[config.mk]
export PLATFORM = sky130hd
export DESIGN_NAME = cr_terminated_line_assembler_core
export DESIGN_NICKNAME = d
export VERILOG_FILES = /design/src/crla_pkg.sv /design/src/crla_ram.sv /design/src/crla_ctrl.sv /design/src/crla_out.sv /design/src/cr_terminated_line_assembler_core.sv
export SDC_FILE = /design/constraint.sdc
export NUM_CORES = 1
export LEC_CHECK = 0
export BUFFER_PORTS_ARGS = -buffer_cell sky130_fd_sc_hd__buf_2
export CORE_ASPECT_RATIO = 1.5
export CORE_MARGIN = 1
export CORE_UTILIZATION = 45
export CTS_CLUSTER_SIZE = 25
export DETAILED_ROUTE_END_ITERATION = 8
export PLACE_DENSITY = 0.64
export SLEW_MARGIN = 20
export SYNTH_ARGS = -nofsm -noshare
export SYNTH_HDL_FRONTEND = slang
export SYNTH_HIERARCHICAL = 1
export SYNTH_SLANG_ARGS = --single-unit
[constraint.sdc]
create_clock -name i_clk -period 3.9 [get_ports i_clk]
set_input_delay 0.39 -clock i_clk [delete_from_list [all_inputs] [get_ports i_clk]]
set_output_delay 0.39 -clock i_clk [all_outputs]
set_load 0.005 [all_outputs]
[src/crla_pkg.sv]
// ----------------------------------------------------------------------------
// crla_pkg: shared definitions for the CR-terminated line assembler
// Holds the terminator code, default capacity, the sequencer state type and
// the structures passed between the sequencer and the output stage.
// ----------------------------------------------------------------------------
package crla_pkg;

    localparam logic [7:0] CR_CODE = 8'd13;
    localparam int LINE_CAPACITY_DEF = 32;

    typedef enum logic [0:0] {
        ST_IDLE,
        ST_READ
    } t_state;

    // Read issued to the line store this cycle; data returns next cycle.
    typedef struct packed {
        logic valid;
        logic last;
    } t_rd_req;

    // Output stage can absorb one more read issued this cycle.
    typedef struct packed {
        logic room;
    } t_out_stat;

endpackage

[src/crla_ram.sv]
// ----------------------------------------------------------------------------
// crla_ram: generic single-port synchronous RAM
// One address per cycle, write or read, with the read data registered.
// ----------------------------------------------------------------------------
module crla_ram #(
    parameter int WIDTH = 8,
    parameter int DEPTH = 31,
    localparam int AW = (DEPTH > 1) ? $clog2(DEPTH) : 1
) (
    input  logic             i_clk,
    input  logic             i_we,
    input  logic [AW-1:0]    i_addr,
    input  logic [WIDTH-1:0] i_wdata,
    output logic [WIDTH-1:0] o_rdata
);

    logic [WIDTH-1:0] r_mem [DEPTH];
    logic [WIDTH-1:0] r_rdata;

    always_ff @(posedge i_clk) begin
        if (i_we) begin
            r_mem[i_addr] <= i_wdata;
        end
        r_rdata <= r_mem[i_addr];
    end

    assign o_rdata = r_rdata;

endmodule

[src/crla_ctrl.sv]
// ----------------------------------------------------------------------------
// crla_ctrl: line store sequencer
// Keeps the fill count and discard flag, writes incoming bytes into the line
// store and, on a terminator, walks the line out one read per unstalled cycle.
// ----------------------------------------------------------------------------
module crla_ctrl import crla_pkg::*; #(
    parameter int LINE_CAPACITY = LINE_CAPACITY_DEF,
    localparam int DEPTH = LINE_CAPACITY - 1,
    localparam int AW = (DEPTH > 1) ? $clog2(DEPTH) : 1,
    localparam int CW = $clog2(LINE_CAPACITY)
) (
    input  logic          i_clk,
    input  logic          i_rst_n,
    input  logic          i_rx_valid,
    output logic          o_rx_ready,
    input  logic [7:0]    i_rx_byte,
    input  t_out_stat     i_out_stat,
    output t_rd_req       o_rd_req,
    output logic          o_we,
    output logic [AW-1:0] o_addr,
    output logic [7:0]    o_wdata
);

    localparam logic [CW-1:0] FULL = CW'(DEPTH);

    t_state        r_state, n_state;
    logic [CW-1:0] r_fill, n_fill;
    logic [CW-1:0] r_len, n_len;
    logic [CW-1:0] r_rd_ptr, n_rd_ptr;
    logic          r_discard, n_discard;

    logic accept;
    logic is_cr;
    logic rd_last;
    logic rd_issue;

    assign accept  = i_rx_valid && (r_state == ST_IDLE);
    assign is_cr   = (i_rx_byte == CR_CODE);
    assign rd_last = (r_rd_ptr == r_len - CW'(1));

    // Next state.
    always_comb begin
        n_state = r_state;
        unique case (r_state)
            ST_IDLE: begin
                if (accept && !r_discard && is_cr && (r_fill != '0)) begin
                    n_state = ST_READ;
                end
            end
            ST_READ: begin
                if (i_out_stat.room && rd_last) begin
                    n_state = ST_IDLE;
                end
            end
            default: n_state = ST_IDLE;
        endcase
    end

    // Outputs.
    always_comb begin
        o_rx_ready = 1'b0;
        o_we       = 1'b0;
        rd_issue   = 1'b0;
        o_addr     = r_fill[AW-1:0];
        unique case (r_state)
            ST_IDLE: begin
                o_rx_ready = 1'b1;
                o_we = accept && !r_discard && !is_cr && (r_fill != FULL);
            end
            ST_READ: begin
                rd_issue = i_out_stat.room;
                o_addr   = r_rd_ptr[AW-1:0];
            end
            default: ;
        endcase
        o_rd_req.valid = rd_issue;
        o_rd_req.last  = rd_last;
        o_wdata        = i_rx_byte;
    end

    // Datapath state.
    always_comb begin
        n_fill    = r_fill;
        n_len     = r_len;
        n_rd_ptr  = r_rd_ptr;
        n_discard = r_discard;
        if (accept) begin
            if (r_discard) begin
                if (is_cr) begin
                    n_discard = 1'b0;
                    n_fill    = '0;
                end
            end else if (is_cr) begin
                n_len    = r_fill;
                n_rd_ptr = '0;
                n_fill   = '0;
            end else if (r_fill != FULL) begin
                n_fill = r_fill + CW'(1);
            end else begin
                // Overflow: drop the line and swallow up to the next terminator.
                n_fill    = '0;
                n_discard = 1'b1;
            end
        end
        if (rd_issue) begin
            n_rd_ptr = r_rd_ptr + CW'(1);
        end
    end

    always_ff @(posedge i_clk) begin
        if (!i_rst_n) begin
            r_state   <= ST_IDLE;
            r_fill    <= '0;
            r_discard <= 1'b0;
        end else begin
            r_state   <= n_state;
            r_fill    <= n_fill;
            r_discard <= n_discard;
        end
    end

    always_ff @(posedge i_clk) begin
        r_len    <= n_len;
        r_rd_ptr <= n_rd_ptr;
    end

endmodule

[src/crla_out.sv]
// ----------------------------------------------------------------------------
// crla_out: output buffer
// Catches line store read data in the cycle after the read and holds up to two
// items, so reads may be issued while the receiver stalls.
// ----------------------------------------------------------------------------
module crla_out import crla_pkg::*; (
    input  logic       i_clk,
    input  logic       i_rst_n,
    input  t_rd_req    i_rd_req,
    input  logic [7:0] i_rdata,
    output t_out_stat  o_out_stat,
    output logic       o_line_valid,
    input  logic       i_line_ready,
    output logic [7:0] o_line_byte,
    output logic       o_line_end
);

    logic       r_pend, r_pend_last;
    logic [1:0] r_occ, n_occ;
    logic [7:0] r_d0, r_d1, n_d0, n_d1;
    logic       r_l0, r_l1, n_l0, n_l1;
    logic       pop;
    logic [1:0] occ_after;
    logic [2:0] committed;

    assign o_line_valid = (r_occ != 2'd0);
    assign o_line_byte  = r_d0;
    assign o_line_end   = r_l0;
    assign pop          = o_line_valid && i_line_ready;

    // Entries held plus the one still coming back from the store.
    assign committed       = 3'(r_occ) + 3'(r_pend);
    assign o_out_stat.room = (committed < 3'd2) || pop;

    always_comb begin
        n_d0      = r_d0;
        n_d1      = r_d1;
        n_l0      = r_l0;
        n_l1      = r_l1;
        occ_after = r_occ - 2'(pop);
        if (pop) begin
            n_d0 = r_d1;
            n_l0 = r_l1;
        end
        if (r_pend) begin
            if (occ_after == 2'd0) begin
                n_d0 = i_rdata;
                n_l0 = r_pend_last;
            end else begin
                n_d1 = i_rdata;
                n_l1 = r_pend_last;
            end
        end
        n_occ = occ_after + 2'(r_pend);
    end

    always_ff @(posedge i_clk) begin
        if (!i_rst_n) begin
            r_occ  <= 2'd0;
            r_pend <= 1'b0;
        end else begin
            r_occ  <= n_occ;
            r_pend <= i_rd_req.valid;
        end
    end

    always_ff @(posedge i_clk) begin
        r_pend_last <= i_rd_req.last;
        r_d0        <= n_d0;
        r_d1        <= n_d1;
        r_l0        <= n_l0;
        r_l1        <= n_l1;
    end

endmodule

[src/cr_terminated_line_assembler_core.sv]
// ----------------------------------------------------------------------------
// cr_terminated_line_assembler_core: CR-terminated line assembler
// Collects received bytes into a line store and emits each completed line.
// ----------------------------------------------------------------------------
// Usage:
// Received bytes enter on the rx channel (i_rx_valid / o_rx_ready /
// i_rx_byte). Bytes other than carriage return are written into the line
// store, one item per cycle while no readout is in progress. A carriage return
// after a non-empty line starts a readout: the stored bytes leave on the line
// channel (o_line_valid / i_line_ready / o_line_byte / o_line_end), in arrival
// order, with o_line_end set on the last one. Each byte passes through the
// store's read register and then the output buffer before it appears.
// A carriage return that closes a line holds the rx channel until every
// stored byte has been read, one store read per cycle through the single
// memory port while the two-item output buffer has room to take it.
// An empty line is ignored. A data byte arriving at a full store drops the line
// and everything up to and including the next carriage return.
// Reset clears the fill count, the discard flag and the output buffer;
// the store contents are left as they are and need no clearing pass.
// ----------------------------------------------------------------------------
module cr_terminated_line_assembler_core import crla_pkg::*; #(
    parameter int LINE_CAPACITY = LINE_CAPACITY_DEF
) (
    input  logic       i_clk,
    input  logic       i_rst_n,
    input  logic       i_rx_valid,
    output logic       o_rx_ready,
    input  logic [7:0] i_rx_byte,
    output logic       o_line_valid,
    input  logic       i_line_ready,
    output logic [7:0] o_line_byte,
    output logic       o_line_end
);

    localparam int DEPTH = LINE_CAPACITY - 1;
    localparam int AW = (DEPTH > 1) ? $clog2(DEPTH) : 1;

    t_rd_req       rd_req;
    t_out_stat     out_stat;
    logic          we;
    logic [AW-1:0] addr;
    logic [7:0]    wdata;
    logic [7:0]    rdata;

    crla_ctrl #(
        .LINE_CAPACITY(LINE_CAPACITY)
    ) u_ctrl (
        .i_clk      (i_clk),
        .i_rst_n    (i_rst_n),
        .i_rx_valid (i_rx_valid),
        .o_rx_ready (o_rx_ready),
        .i_rx_byte  (i_rx_byte),
        .i_out_stat (out_stat),
        .o_rd_req   (rd_req),
        .o_we       (we),
        .o_addr     (addr),
        .o_wdata    (wdata)
    );

    crla_ram #(
        .WIDTH(8),
        .DEPTH(DEPTH)
    ) u_store (
        .i_clk   (i_clk),
        .i_we    (we),
        .i_addr  (addr),
        .i_wdata (wdata),
        .o_rdata (rdata)
    );

    crla_out u_out (
        .i_clk        (i_clk),
        .i_rst_n      (i_rst_n),
        .i_rd_req     (rd_req),
        .i_rdata      (rdata),
        .o_out_stat   (out_stat),
        .o_line_valid (o_line_valid),
        .i_line_ready (i_line_ready),
        .o_line_byte  (o_line_byte),
        .o_line_end   (o_line_end)
    );

endmodule
After elaboration in Yosys (flattened, before gate mapping). Memories as Yosys holds them, arrays and structs flattened. A register that Yosys moved wholly into a read port is not among the register bits. Index checks and enable logic that the tools add are counted.

$add $sub $neg: 6. Order comparisons: 1. Equality and inequality tests: 5. Multiplexer cells: 26. Bitwise logic cells: 3. Reduce and logical (&&, ||, !) cells: 20.

Operators with widths (count): $mux 5 (8); $mux 8 (3); $mux 1 (14); $add 5x1->5 const B (2); $eq 8x4->1 const B (1); $logic_and 1x1->1 (8); $reduce_and 3->1 (2); $reduce_bool 2->1 (3); $eq 5x5->1 (1); $ne 5x5->1 const B (1); $reduce_bool 5->1 (1); $sub 5x1->5 const B (1); $ne 2x2->1 const B (2); $reduce_and 2->1 (2); $add 2x1->3 (1); $lt 3x2->1 const B (1); $not 1->1 (3); $add 2x1->2 (1); $logic_not 1->1 (2); $logic_not 2->1 (1); $pmux 1 s2 (1); $sub 2x1->2 (1); $logic_or 1x1->1 (1).

Bits in registers: 39. Bits in writable memories: 248. Output and inout bits: 11. Logic and storage cells: 74. Memories kept: 1.

Memories: u_store.r_mem (depth 31, bits a word 8, rd ports 1, clocked after Yosys merged registers in 1, write ports 1, line crla_ram.sv:17) `logic [WIDTH-1:0] r_mem [DEPTH];`.

Longest topological paths before layout. Gate-level depths: netlist of the first run.

Depth after elaboration: 8. Depth in mapped cells: 10. Gate-level depth less buffers: 8.

Cells and area by module. Netlist of the first run, hierarchy kept.

Modules (own cells, without submodules): crla_ram (instances 1, cells an instance 565, area each 9962.1 um^2, seq. area each 7607.3 um^2); crla_ctrl (instances 1, cells an instance 109, area each 1076.0 um^2, seq. area each 440.4 um^2); crla_out (instances 1, cells an instance 75, area each 828.3 um^2, seq. area each 530.5 um^2).

Worst setup path before layout of the first run. OpenSTA, ideal clock, no wires.

Kind: reg-to-reg. Start point: register u_ctrl.r_state. End point: memory u_store.r_mem[16][0] (enable). Arrival: 2089 ps. Required time: 3530 ps. Path slack: 1441 ps. Cell stages (with the launch flop): 7. Buffers on the path: 3. Cell sequence: dfxtp_1 > clkbuf_1 > mux2_2 > buf_6 > buf_2 > or3b_1 > nor2_1.

RTL lines: from (decl) (line crla_ctrl.sv:26) `t_state r_state, n_state;`; from (signal assigned) (line crla_ctrl.sv:116) `r_state <= n_state;`; $mux 5 (line crla_ctrl.sv:65) `unique case (r_state)`; net addr[2] (line cr_terminated_line_assembler_core.sv:41) `logic [AW-1:0] addr;`; to (decl) (line crla_ram.sv:17).

The timed path passes the listed nets, and every way through them passes these cells.

Worst setup path after layout of the first run.
Start point: register u_ctrl.r_fill[0]. End point: memory u_store.r_mem[25][3] (enable).

Word-level cells in the longest chain between the ends: 5.

Ends and longest elaborated chain: from (decl) (line crla_ctrl.sv:27) `logic [CW-1:0] r_fill, n_fill;`; from (signal assigned) (line crla_ctrl.sv:117) `r_fill <= n_fill;`; $ne 5x5->1 (line crla_ctrl.sv:68) `o_we = accept && !r_discard && !is_cr && (r_fill != FULL);`; $logic_and 1x1->1 (line crla_ctrl.sv:68); $mux 1 (line crla_ctrl.sv:65); net we (line cr_terminated_line_assembler_core.sv:40) `logic we;`; $mux 1 (line crla_ram.sv:21) `if (i_we) begin`; $mux 1 (implied by the code) (line crla_ram.sv:22) `r_mem[i_addr] <= i_wdata;`.

The timed path passes the listed nets, and every way through them passes these cells.

==> impl_metrics.ini, run 1 <==
[power]
p_comb_share_pct = 6.8
power_mw = 6.79
p_seq_share_pct = 52.6
p_leak_nw = 4.26
peakVddDrop_uv = 347
p_sw_mw = 1.42
pwr-share-clk_pct = 40.5
swShare_pct = 20.9
powerDensity_mw_per_mm2 = 513
internal_power_mw = 5.37

[sta]
tightest_slew_ns = 0.891
fmax_mhz = 323
setup_ws_ns = 0.805
rsz0062_at_grt = false
fin_tns_setup_ns = 0
period_minus_slack_ns = 3.09
fin_skew_ns = 0.0118
slew_viol_final = 0
setup_violations = 0
hold_ws_ns = 0.107
max-slew-margin-rel_pct = 40.6
timing.final.crit_share_pct = 79.4
hold_violations = 0

[synth]
synthSimpleGateAreaFrac_pct = 7.62
yosysTopAreaCell = edfxtp_1
yosysWarnings = 6
synth-xor-area-share_pct = 0.738
synth_edf_count = 267
async_flop_share_pct = 0
synthTopCellsByCount = edfxtp_1 (267), mux2i_1 (120), o22ai_1 (56)
synth_fp_nets = 768
syn_inst = 749
synth_top_area_share_pct = 67.6
synth_compound_area_share_pct = 5.32
syn_avg_cell_area_um2 = 15.8
synth_mux_area_share_pct = 10.4
ys.flop_type = edfxtp_1
synth.area.top_cells = edfxtp_1 (68%), mux2i_1 (10%), dfxtp_1 (4.7%)
seq_area_frac_synth_pct = 72.3
synth.most_common_cell = edfxtp_1
synth-seq-cells = 295
synthAdderAreaFrac_pct = 0.738
synth_top_family_by_area = multiplexers
mappedNetlistArea_mm2 = 0.0119
synth_cell_types = 57

[global_route]
overflow = 0
antenna_found_initial = 0
grt_usage_pct = 20.4
grt_max_degree = 32
grt_pass1_vias = 6722
grt_pass1_wl_um = 40300

[floorplan]
die_h_um = 201
boundaryPins = 23
fp.dieW_um = 135
rows = 72
die_area_mm2 = 0.0270
fp.coreArea_mm2 = 0.0259
start_util_pct = 45.9

[setup_path]
path_max_fanout = 8
crit_type = reg2reg
critPathLaunch = u_ctrl/r_fill[0]
start_kind = flip-flop
reg2reg_to = u_store/r_mem[25][3]
critPathCaptureType = flip-flop
cp.required_ns = 4.06
reg2reg_from = u_ctrl/r_fill[0]
reg2reg_slack_ns = 0.81
reg2regPathDepth = 6
crit_arrival_ns = 3.25

[placed_design]
place_area_mm2 = 0.0123
dp_slack_ns = 0.702
numPlacedInstances = 1082
place.gp.congestion = 0.905
io_buffers = 22
dp_hpwl_um = 17800

[clock_network]
cts.clk_slew.worst_paths_ns = 0.07
numClockSinks = 295
htree_levels = 1
cts_buffers = 26
cts_resized = 0
cts-root-buf = clkbuf_16
cts_tree = built
clk_path_buf_depth = 3
clk-insertion-delay-late_ns = 0.54
holdBufCountCts = 0
post_cts_buffers = 0

[finish]
final_util_pct = 51.2
fill_cells = 2056
fin_area_mm2 = 0.0132
seq_area_mm2 = 0.00858
diodes = 0
multi_input_area_mm2 = 0.00296
drive_gt1_share_pct = 13.3
areaGrowthSynthToFinish_pct = 11.6
stdcell_count = 1130
fin_nets = 797

[outcome]
outcome = finished clean

[detailed_routing]
wl_met3_um = 1050
num_vias = 6532
vias_per_cell = 5.78
first_pass_iters = 5
wl_met1_um = 9880
top_layer_used = met4
wire_per_inst_um = 23.9
drt_iter0_drc = 544
ant_nets = 0
drt_wl_total_um = 27000
wl_met2_um = 15000
drc_errors = 0

[worst_hold_path]
worstHoldStart = i_rst_n
hold-path-endpoint = u_out/r_occ[0]
whs_path_depth = 2
min_path_type = in2reg

[run]
maxCapViolCount = 0
==> power groups by stage <==
| stage | Sequential [mW] | Combinational [mW] | Clock (mW) |
|---|---|---|---|
| finish | 3.57 | 0.464 | 2.75 |
| global route | 3.58 | 0.509 | 2.92 |
| CTS | 3.58 | 0.463 | 2.80 |
| detailed placement | 3.64 | 0.459 | 0 |
| global placement | 3.64 | 0.452 | 0 |
| floorplan | 3.63 | 0.287 | 0 |
==> metal layers <==
| metal | track usage (%) | vias to the layer above |
|---|---|---|
| met1 | 22.1 | 3296 |
| met4 | 10.1 | 0 |
| met2 | 38.3 | 225 |
| met5 | 0 | - |
| met3 | 2.53 | 54 |
| li1 | - | 2957 |
==> worst max-delay path, stage by stage (launching register included) <==
cell	delay (ns)
dfxtp_1	0.37
ha_1	0.26
and3_1	0.19
ha_1	0.23
a211oi_4	0.45
nand3_1	0.44
nor2_1	0.76
==> cell families after synthesis <==
group                      after synthesis
AOI/OAI and AO/OA                       97
xor gates and xnor gates                10
DFF                                    295
muxes                                  123
and+or+nand+nor                        159
adders and majority gates                7
buffers and inverters                   58
==> cells in the final DEF, fill, tap and decap left out, types with 6 or more instances in the layout <==
cell type / Yosys / layout
buf_2: 15 / 22
xnor2_1: 6 / 6
dfxtp_1: 28 / 28
ha_1: 7 / 7
bufinv_16: 0 / 6
mux2i_1: 120 / 120
inv_1: 10 / 10
nand3_1: 8 / 8
nor2b_1: 10 / 10
nand2_1: 31 / 31
buf_4: 15 / 24
o22ai_1: 56 / 56
nand4bb_1: 6 / 6
nor4_1: 16 / 16
a211oi_1: 9 / 9
edfxtp_1: 267 / 267
nor2_1: 51 / 51
a31oi_1: 10 / 10
clkbuf_16: 0 / 27
==> registers in the layout, indices dropped and copies added, names as in the netlist <==
| name | cells |
|---|---|
| u_ctrl/r_rd_ptr | 5 |
| u_store/r_mem | 248 |
| u_ctrl/r_fill | 5 |
| u_out/o_line_end | 1 |
| u_ctrl/r_state | 1 |
| u_ctrl/r_len | 5 |
| u_out/r_occ | 2 |
| u_store/o_rdata | 8 |
| u_out/r_l1 | 1 |
| u_out/r_pend_last | 1 |
| u_out/o_line_byte | 8 |
| u_ctrl/r_discard | 1 |
| u_out/r_pend | 1 |
| u_out/r_d1 | 8 |
==> worst max path at each step <==
stage,depth (start not counted),to,slack [ns]
3_3_place_gp,8,u_store/o_rdata[6],0.76
4_1_cts,4,u_store/r_mem[14][5],0.70
3_5_place_dp,4,u_store/r_mem[14][3],0.70
6_report,6,u_store/r_mem[25][3],0.81
5_1_grt,6,u_store/r_mem[14][4],0.70
2_1_floorplan,6,u_store/r_mem[16][0],1.44
==> layout make-up <==
| cell class | count | area share, % |
|---|---|---|
| Sequential cell | 295 | 64.8 |
| Multi-Input combinational cell | 396 | 22.4 |
| Clock buffer | 31 | 5.21 |
| Tap cell | 333 | 3.15 |
| Timing Repair Buffer | 47 | 2.40 |
| Clock inverter | 16 | 1.77 |
| Inverter | 12 | 0.340 |
(Power assumes the default switching activity.)
==> run 2: changes to the inputs <==
Clock period 3.9 ns to 3.07 ns, I/O delays scaled along.
==> run 2 against run 1 <==
Core utilization grew 0.41 points. Clock power grew 13%. Sequential share of layout area shrank 0.51 points. Critical path depth grew 1. Critical endpoint is now u_store/r_mem[28][7]. Flip-flop and latch count is the same. Die area is the same. Highest routed layer unchanged. Worst hold slack lost 0.079 ns. Design area grew 0.79%. Maximum frequency grew 13%. Setup slack lost 0.47 ns.
==> impl_metrics.ini, run 2 (synthesis gave the netlist of run 1 again) <==
[outcome]
outcome = finished clean

[sta]
fin_skew_ns = 0.0109
rsz0062_at_grt = false
max-slew-margin-rel_pct = 51.3
period_minus_slack_ns = 2.74
fin_tns_setup_ns = 0
hold_violations = 0
tightest_slew_ns = 0.722
fmax_mhz = 365
setup_violations = 0
hold_ws_ns = 0.0287
timing.final.crit_share_pct = 89.2
slew_viol_final = 0

[detailed_routing]
num_vias = 6591
first_pass_iters = 5
wire_per_inst_um = 23.0
drc_errors = 0
vias_per_cell = 5.70
drt_iter0_drc = 537
drt_wl_total_um = 26700
ant_nets = 0

[clock_network]
cts.clk_slew.worst_paths_ns = 0.06
post_cts_buffers = 0
htree_levels = 1
cts_tree = built
cts_buffers = 27
cts_resized = 0
clk_path_buf_depth = 3
clk-insertion-delay-late_ns = 0.55
cts-root-buf = clkbuf_16
numClockSinks = 295
holdBufCountCts = 0

[finish]
largest_register = u_store/r_mem
mostFrequentLayoutCells = edfxtp_1 (267), mux2i_1 (120), o22ai_1 (56)
areaGrowthSynthToFinish_pct = 12.5
fin_nets = 825
stdcell_count = 1157
fin_area_mm2 = 0.0133
largest_register_ffs = 248
diodes = 0
fill_cells = 2072
drive_gt1_share_pct = 16.0
mostFrequentLayoutCell = edfxtp_1

[global_route]
grt_max_degree = 44
antenna_found_initial = 0
overflow = 0
grt_pass1_wl_um = 39900
grt_usage_pct = 20.1
grt_pass1_vias = 6713

[power]
powerDensity_mw_per_mm2 = 618
p_leak_nw = 4.35
peakVddDrop_uv = 552

[floorplan]
die_area_mm2 = 0.0270
fp.coreArea_mm2 = 0.0259
rows = 72
fp.dieW_um = 135
die_h_um = 201
boundaryPins = 23
start_util_pct = 45.9

[setup_path]
critPathCaptureType = flip-flop
path_max_fanout = 8
start_kind = flip-flop
path_cells = ha_1 > and3_1 > ha_1 > a211oi_4 > nand3b_1 > nor2_1 > buf_4
crit_type = reg2reg
crit_top_cell = ha_1
max_stage_delay_ns = 0.54
cp.required_ns = 3.33
critPathSlowestCell = nand3b_1
crit_arrival_ns = 2.99

[run]
maxCapViolCount = 0

[placed_design]
place.gp.congestion = 0.899
io_buffers = 22
numPlacedInstances = 1110
place_area_mm2 = 0.0125
dp_hpwl_um = 17700

[worst_hold_path]
min_path_type = in2reg
run 2: layer usage:
layer	GRT usage (%)	wire length (um)	up-vias	share of wire (%)
met5	0	0	-	0
met4	9.83	1240	0	4.6
met3	2.45	1060	59	4.0
met2	37.7	14600	196	55
met1	21.9	9750	3323	37
li1	-	-	3013	-
run 2: final timing paths:
path / cells past startpoint / endpoint / slack, ns / from
worst max register to register: 7 / u_store/r_mem[28][7] / 0.33 / u_ctrl/r_fill[0]
worst min register to register: 0 / u_out/r_d1[5] / 0.43 / u_store/o_rdata[5]
worst max-delay path: 7 / u_store/r_mem[28][7] / 0.33 / u_ctrl/r_fill[0]
worst min-delay path: 2 / u_out/r_occ[0] / 0.03 / i_rst_n
run 2: power breakdown:
group | switching, mW | internal (mW)
logic | 0.344 | 0.243
registers | 0.0616 | 4.48
clock network | 1.38 | 1.74
total | 1.79 | 6.46
run 2: layout make-up:
| type | count | area [um^2] | share of cell area (%) |
|---|---|---|---|
| flip-flops and latches | 295 | 8580 | 64.3 |
| multi-input cells | 396 | 2960 | 22.2 |
| clock buffers | 32 | 714 | 5.35 |
| repair buffers | 74 | 526 | 3.94 |
| well taps | 333 | 417 | 3.12 |
| clock inverters | 15 | 108 | 0.806 |
| inverters | 12 | 45.0 | 0.337 |
run 2: worst max-delay path, delay by kind of cell, from the launching register on:
kind / cells / cell delay [ns]
AND/OR/NAND/NOR: 3 / 1.03
adder cells (fa/ha/maj): 2 / 0.47
AO/OA/AOI/OAI: 1 / 0.38
flip-flops: 1 / 0.36
buffers and inverters: 1 / 0.20
run 2: per-stage QoR:
step	power, mW	util, %	setup slack [ns]
finish	8.25	51.6	0.332
global route	8.52	51.6	0.165
CTS	8.32	51.6	0.364
detailed placement	5.22	48.5	0.365
global placement	5.21	48.5	0.334
floorplan	4.98	-	0.611
